### src/hdl/pmwr_pkg.sv
`timescale 1ns / 1ps

package pmwr_pkg;

    // Field widths fixed by the interface.
    localparam int unsigned TIME_W    = 32;
    localparam int unsigned WARMUP_W  = 20;
    localparam int unsigned POWOFF_W  = 16;
    localparam int unsigned COUNT_W   = 32;
    localparam int unsigned CFG_IDX_W = 2;
    localparam int unsigned CFG_DAT_W = 20;

    // Reset values of the configuration registers.
    localparam logic [WARMUP_W-1:0] WARMUP_RESET = WARMUP_W'(60000);
    localparam logic [POWOFF_W-1:0] POWOFF_RESET = POWOFF_W'(1000);
    localparam logic                SWITCH_RESET = 1'b0;

    // Configuration register indexes.
    localparam logic [CFG_IDX_W-1:0] CFG_WARMUP_MS    = 2'd0;
    localparam logic [CFG_IDX_W-1:0] CFG_POWER_OFF_MS = 2'd1;
    localparam logic [CFG_IDX_W-1:0] CFG_SWITCH       = 2'd2;

    // Command codes; the unused code behaves as a plain tick.
    typedef enum logic [1:0] {
        CMD_TICK  = 2'd0,
        CMD_RECAL = 2'd1,
        CMD_CLEAR = 2'd2
    } pmwr_cmd_t;

    // Kind of the last edge seen.
    typedef enum logic [1:0] {
        EV_NONE = 2'd0,
        EV_RISE = 2'd1,
        EV_FALL = 2'd2
    } pmwr_event_t;

    typedef struct packed {
        logic [1:0] cmd;
        logic       sensor_level;
    } pmwr_in_t;

    typedef struct packed {
        logic                motion;
        logic                ready_res;
        logic                recal_active;
        logic                sensor_power;
        logic                cmd_ok;
        logic [COUNT_W-1:0]  event_count;
        logic [1:0]          last_event;
        logic [TIME_W-1:0]   last_event_ms;
        logic [WARMUP_W-1:0] warmup_left_ms;
    } pmwr_out_t;

    typedef struct packed {
        logic [WARMUP_W-1:0] warmup_ms;
        logic [POWOFF_W-1:0] power_off_ms;
        logic                power_switch_present;
    } pmwr_cfg_t;

    typedef struct packed {
        logic [TIME_W-1:0]  clock_ms;
        logic [TIME_W-1:0]  warmup_start_ms;
        logic [TIME_W-1:0]  recal_start_ms;
        logic               recal_flag;
        logic               ready_flag;
        logic               previous_level;
        logic               motion_flag;
        logic [COUNT_W-1:0] rise_count;
        pmwr_event_t        event_kind;
        logic [TIME_W-1:0]  event_time_ms;
        logic               power_flag;
    } pmwr_state_t;

endpackage

### src/hdl/pmwr_step.sv
`timescale 1ns / 1ps

// Next-state and result logic for one millisecond tick.
module pmwr_step (
    input  pmwr_pkg::pmwr_state_t state_cur,
    input  pmwr_pkg::pmwr_cfg_t   cfg,
    input  pmwr_pkg::pmwr_in_t    item,
    output pmwr_pkg::pmwr_state_t state_nxt,
    output pmwr_pkg::pmwr_out_t   result
);
    import pmwr_pkg::*;

    logic                is_recal;
    logic                recal_start;
    logic                cmd_ok;
    logic [TIME_W-1:0]   t;
    logic [TIME_W-1:0]   recal_base;
    logic [TIME_W-1:0]   recal_elapsed;
    logic                phase_on;
    logic                recal_any;
    logic [TIME_W-1:0]   warm_elapsed;
    logic [TIME_W-1:0]   left_elapsed;
    logic                rise;
    logic                fall;
    pmwr_state_t         s;

    assign t = state_cur.clock_ms;

    // Command decode: a recalibration needs a switchable supply.
    assign is_recal    = (item.cmd == CMD_RECAL);
    assign cmd_ok      = !(is_recal && !cfg.power_switch_present);
    assign recal_start = is_recal && cfg.power_switch_present && !state_cur.recal_flag;
    assign recal_any   = state_cur.recal_flag || recal_start;

    // Power-off phase test, seeing a phase that starts in this tick.
    assign recal_base    = recal_start ? t : state_cur.recal_start_ms;
    assign recal_elapsed = t - recal_base;
    assign phase_on      = recal_elapsed < {{(TIME_W-POWOFF_W){1'b0}}, cfg.power_off_ms};

    // Warm-up time and edges for the normal path.
    assign warm_elapsed = t - state_cur.warmup_start_ms;
    assign rise         = item.sensor_level && !state_cur.previous_level;
    assign fall         = !item.sensor_level && state_cur.previous_level;

    always_comb
    begin
        s          = state_cur;
        s.clock_ms = t + TIME_W'(1);
        if (item.cmd == CMD_CLEAR) begin
            s.rise_count = '0;
        end
        if (recal_start) begin
            s.power_flag     = 1'b0;
            s.recal_flag     = 1'b1;
            s.recal_start_ms = t;
            s.ready_flag     = 1'b0;
        end
        if (recal_any) begin
            // At the end of the phase the supply returns and warm-up restarts.
            if (!phase_on) begin
                s.power_flag      = 1'b1;
                s.ready_flag      = 1'b0;
                s.warmup_start_ms = t;
                s.motion_flag     = 1'b0;
                s.previous_level  = 1'b0;
                s.recal_flag      = 1'b0;
            end
        end else begin
            if (warm_elapsed >= {{(TIME_W-WARMUP_W){1'b0}}, cfg.warmup_ms}) begin
                s.ready_flag = 1'b1;
            end
            if (rise) begin
                s.rise_count    = s.rise_count + COUNT_W'(1);
                s.event_time_ms = t;
                s.event_kind    = EV_RISE;
            end
            if (fall) begin
                s.event_time_ms = t;
                s.event_kind    = EV_FALL;
            end
            s.previous_level = item.sensor_level;
            s.motion_flag    = item.sensor_level;
        end
    end

    assign state_nxt = s;

    // Remaining warm-up, taken from the updated state.
    assign left_elapsed = t - s.warmup_start_ms;

    always_comb
    begin
        result.motion        = s.motion_flag;
        result.ready_res     = s.ready_flag;
        result.recal_active  = s.recal_flag;
        result.sensor_power  = s.power_flag;
        result.cmd_ok        = cmd_ok;
        result.event_count   = s.rise_count;
        result.last_event    = s.event_kind;
        result.last_event_ms = s.event_time_ms;
        if (s.ready_flag
            || left_elapsed >= {{(TIME_W-WARMUP_W){1'b0}}, cfg.warmup_ms}) begin
            result.warmup_left_ms = '0;
        end else begin
            result.warmup_left_ms = cfg.warmup_ms - left_elapsed[WARMUP_W-1:0];
        end
    end

endmodule

### src/hdl/pir_motion_warmup_recal_controller.sv
`timescale 1ns / 1ps

// PIR motion sensor controller with warm-up and power-cycle recalibration. Each input
// beat is one millisecond tick carrying the sensor sample and a command; it yields
// exactly one result beat. The block takes a tick in every clock cycle unless a held
// result stalls it: the whole update is one pass of logic from the state registers into
// the state and result registers, and a new tick is accepted whenever the result register
// is empty or being drained in the same cycle. Results appear in the cycle after their
// tick. Configuration writes are taken in any cycle (cfg_ready is always high), and are
// meant to happen only while no tick is in flight.
module pir_motion_warmup_recal_controller (
    input  logic                                 clk,
    input  logic                                 rst_n,
    input  logic                                 in_valid,
    output logic                                 in_ready,
    input  pmwr_pkg::pmwr_in_t                   in_data,
    output logic                                 out_valid,
    input  logic                                 out_ready,
    output pmwr_pkg::pmwr_out_t                  out_data,
    input  logic                                 cfg_valid,
    output logic                                 cfg_ready,
    input  logic [pmwr_pkg::CFG_IDX_W-1:0]       cfg_index,
    input  logic [pmwr_pkg::CFG_DAT_W-1:0]       cfg_data
);
    import pmwr_pkg::*;

    pmwr_cfg_t   cfg_reg;
    pmwr_state_t state_reg;
    pmwr_state_t state_next;
    pmwr_out_t   out_data_reg;
    pmwr_out_t   out_data_next;
    logic        out_valid_reg;
    logic        in_fire;

    assign in_ready  = !out_valid_reg || out_ready;
    assign in_fire   = in_valid && in_ready;
    assign cfg_ready = 1'b1;

    // Configuration registers.
    always_ff @(posedge clk or negedge rst_n)
    begin
        if (!rst_n) begin
            cfg_reg.warmup_ms            <= WARMUP_RESET;
            cfg_reg.power_off_ms         <= POWOFF_RESET;
            cfg_reg.power_switch_present <= SWITCH_RESET;
        end else if (cfg_valid) begin
            case (cfg_index)
                CFG_WARMUP_MS:    cfg_reg.warmup_ms <= cfg_data[WARMUP_W-1:0];
                CFG_POWER_OFF_MS: cfg_reg.power_off_ms <= cfg_data[POWOFF_W-1:0];
                CFG_SWITCH:       cfg_reg.power_switch_present <= cfg_data[0];
                default:          ;
            endcase
        end
    end

    pmwr_step u_step (
        .state_cur (state_reg),
        .cfg       (cfg_reg),
        .item      (in_data),
        .state_nxt (state_next),
        .result    (out_data_next)
    );

    // Controller state advances on every accepted tick.
    always_ff @(posedge clk or negedge rst_n)
    begin
        if (!rst_n) begin
            state_reg.clock_ms        <= '0;
            state_reg.warmup_start_ms <= '0;
            state_reg.recal_start_ms  <= '0;
            state_reg.recal_flag      <= 1'b0;
            state_reg.ready_flag      <= 1'b0;
            state_reg.previous_level  <= 1'b0;
            state_reg.motion_flag     <= 1'b0;
            state_reg.rise_count      <= '0;
            state_reg.event_kind      <= EV_NONE;
            state_reg.event_time_ms   <= '0;
            state_reg.power_flag      <= 1'b1;
        end else if (in_fire) begin
            state_reg <= state_next;
        end
    end

    // Result register and its valid flag.
    always_ff @(posedge clk or negedge rst_n)
    begin
        if (!rst_n) begin
            out_valid_reg <= 1'b0;
        end else if (in_fire) begin
            out_valid_reg <= 1'b1;
        end else if (out_ready) begin
            out_valid_reg <= 1'b0;
        end
    end

    always_ff @(posedge clk)
    begin
        if (in_fire) begin
            out_data_reg <= out_data_next;
        end
    end

    assign out_valid = out_valid_reg;
    assign out_data  = out_data_reg;

endmodule

### config.mk
export PLATFORM = sky130hd
export DESIGN_NAME = pir_motion_warmup_recal_controller
export DESIGN_NICKNAME = d
export VERILOG_FILES = /design/src/hdl/pmwr_pkg.sv /design/src/hdl/pmwr_step.sv /design/src/hdl/pir_motion_warmup_recal_controller.sv
export SDC_FILE = /design/constraint.sdc
export NUM_CORES = 1
export LEC_CHECK = 0
export BUFFER_PORTS_ARGS = -buffer_cell sky130_fd_sc_hd__buf_2
export CAP_MARGIN = 20
export CORE_MARGIN = 2
export CORE_UTILIZATION = 57
export DETAILED_ROUTE_END_ITERATION = 8
export PLACE_DENSITY = 0.78
export SLEW_MARGIN = 20
export SYNTH_ARGS = -nofsm -noshare
export SYNTH_HDL_FRONTEND = slang
export SYNTH_HIERARCHICAL = 1
export SYNTH_SLANG_ARGS = --single-unit
### constraint.sdc
create_clock -name clk -period 10.1 [get_ports clk]
set_input_delay 1.515 -clock clk [delete_from_list [all_inputs] [get_ports clk]]
set_output_delay 1.515 -clock clk [all_outputs]
set_load 0.01 [all_outputs]
==> impl_results.md <==
* Status: finished clean
* RSZ-0062 raised after global routing: yes
* DR WL/cell at 19.32 µm
* Dpl ws at -826.1 ps
* Final WS setup at 46.23 ps
* Power Total at 8.146 mW
* Fin crit share at 99.54%
* Global-route wire length before repair at 93960 µm
* Std cell rows at 72
* P per Cell Area at 312.7 nW/µm²
* Clk buf depth at 3
* Vias at 18074
* Filler Cells Inserted at 2975
* CP Launch Type: primary input
* Max stage delay on crit path at 400 ps
* DRT Pass-1 Iters at 6
* Slew HR at 20.15%
* Post-synth EDFFs at 91
* Critical Path Slowest Stage Cell: ha_1
* Register area share after synthesis at 35.06%
* First DRT Iteration DRCs at 1184
* Peak supply drop at 0.2144 mV
* Seq pwr share at 18.6%
* Critical path peak fanout at 10
* DRC at 0
* Fin crit period at 10050 ps
* Final core utilization at 67.09%
* Largest net degree at the start of global routing at 164
* Die H at 202.6 µm
* Number of buffers created by CTS at 34
* Routed wire length at 59690 µm
* PortBufs at 122
* Area Growth Syn to Fin at 15.91%
* Initial antenna violation count at 1
* Flops & latches, synth at 296
* # setup viols final at 0
* Vias in the first global route at 17914
* Placed Area at 24450 µm²
* Yosys cell types at 91
* Clock sink total at 296
* Share of layout cells above drive strength 1 at 29.20%
* Post-synthesis cell count at 2323
* Largest register FFs at 167
* Hold crit path type: flip-flop to flip-flop
* Final GP Congestion at 0.9404
* Clock power share at 15.3%
* WS Path Type: primary input to flip-flop
* FMAX at 99.47 MHz
* Pins Over Slew Limit at 0
* WP data required at 10480 ps
* Crit end category: flip-flop
* Crit path from: in_data[1]
* Comb power frac at 66.1%
* Synth Cell Area at 22470 µm²
* Syn Nets at 2522
* Root Driver: clkbuf_16
* ANT cells at 0
* Worst skew pair latency at 550 ps
* Arrival time at the worst endpoint at 10430 ps
* Switch Pwr at 3.439 mW
* Synth Warn # at 6
* Worst Max-Slew Pin Slew at 1198 ps
* Most frequent cells in the layout: buf_4, nand2_1, dfrtp_1
* Synth Area per Inst at 9.674 µm²
* Hold-fix buffers, CTS at 0
* Core area at 38830 µm²
* TritonCTS clock tree: done
* Commonest register cell after synthesis: dfrtp_1
* Static Leakage at 12.78 nW
* Pint at 4.707 mW
* Overflow after GRT at 0
* Final instance area at 26050 µm²
* Final ANT Viol Nets at 0
* DP HPWL at 44240 µm
* Hold Vio Cnt, Final at 0
* Sw Ratio at 42.22%
* Die span in x at 202.6 µm
* I/O pin count at 124
* Total Routing Usage GR at 28.70%
* Max-cap violation count at 0
* Drt via density at 5.849
* H-tree Lvls at 2
* Commonest non-fill, non-tap cell in the layout: buf_4
* Nets@finish at 2746
* Starting Density at 57.88%
* Hold Crit Start: state_reg[15]
* Die area at 41030 µm²
* Fin Hold WS at 499.3 ps
* Clock Skew at 19.58 ps
* Clock Pin Slew Worst Setup and Hold Paths at 60 ps
* Async set or reset register ratio after synthesis at 69.26%
* RR Startpoint: state_reg[70]
-- per-layer routing --
metal | vias to the layer above | share of wire, % | routed length, µm | track usage [%]
met5 | - | 0.025 | 15 | 0
met4 | 2 | 4.6 | 2747 | 13.22
met3 | 156 | 5.7 | 3403 | 5.008
met2 | 592 | 47 | 27860 | 46.22
met1 | 8731 | 43 | 25670 | 37.85
li1 | 8593 | - | - | -
-- Yosys cell counts, drive strengths merged, types with 12 or more instances --
| library cell | n | area share (%) |
|---|---|---|
| a211oi | 15 | 0.52 |
| a21o | 80 | 2.7 |
| a21oi | 162 | 3.6 |
| and2 | 31 | 0.86 |
| and3 | 23 | 0.64 |
| buf | 115 | 3.7 |
| clkbuf | 45 | 0.75 |
| dfrtp | 191 | 21 |
| dfstp | 14 | 1.6 |
| edfxtp | 91 | 12 |
| ha | 166 | 9.2 |
| inv | 190 | 3.2 |
| mux2 | 240 | 14 |
| nand2 | 198 | 3.3 |
| nand2b | 27 | 0.79 |
| nand3 | 58 | 1.3 |
| nand4 | 31 | 0.86 |
| nor2 | 134 | 2.2 |
| nor2b | 20 | 0.56 |
| nor3 | 36 | 0.80 |
| nor4 | 12 | 0.53 |
| o21ai | 105 | 2.3 |
| o21bai | 22 | 0.73 |
| or3 | 23 | 0.64 |
| xnor2 | 81 | 3.2 |
| xor2 | 50 | 1.9 |
-- kinds of logic after synthesis --
group | synth area share (%)
AOI/OAI and AO/OA | 14.19
xor gates and xnor gates | 5.172
adders and majority gates | 9.871
buffers and inverters | 7.672
DFF | 35.06
muxes | 14.41
other | 0.01669
and+or+nand+nor | 13.60
-- worst max-delay path: cells and delay by family --
kind	cells	cell delay (ps)
AO/OA/AOI/OAI	26	4090
XOR/XNOR	1	150
adder cells (fa/ha/maj)	7	1960
buffers and inverters	6	830
AND/OR/NAND/NOR	11	1870
-- path summary, 6_finish.rpt --
path / endpoint / slack (ps) / cells after the start
hold reg to reg: state_reg[15] / 500 / 1
setup / recovery: out_data[13] / 50 / 51
hold / removal: state_reg[15] / 500 / 1
setup reg to reg: out_data[13] / 610 / 49
max in group asynchronous: state_reg[19] / 7670 / 2
min in group asynchronous: cfg_reg[35] / 1030 / 1
-- cell type report --
cell class                 instances  area (µm²)  area share (%)
multi-input combinational       1678       13270           50.94
sequential                       296        7880           30.25
timing repair buffer             347        2426           9.314
clock buffer                      47       973.4           3.737
inverter                         190       713.2           2.738
tap                              518       648.1           2.488
clock inverter                    14       138.9          0.5332
-- per-stage QoR --
stage                     setup TNS, ps  cells
after detailed placement         -14270   3010
after CTS                        -22.45   3072
after global routing              -6059   3090
final                                 0   3090
after global placement            -8342   3010
after floorplan                   -6213   2323
-- power by group through the flow --
stage | registers [mW] | logic, mW | clock network [mW]
after floorplan | 1.52 | 3.27 | 0
final | 1.52 | 5.38 | 1.25
after global placement | 1.53 | 4.95 | 0
after detailed placement | 1.53 | 5.08 | 0
after global routing | 1.53 | 5.88 | 1.32
after CTS | 1.52 | 5.15 | 1.27
-- timing repair --
item,CTS,global route
resized for setup,10,82
buffers inserted,1,14
pin swaps,1,30
endpoints found under the setup margin,20,20
gates cloned,0,4
Note: power is estimated with default switching activity, not from simulation.
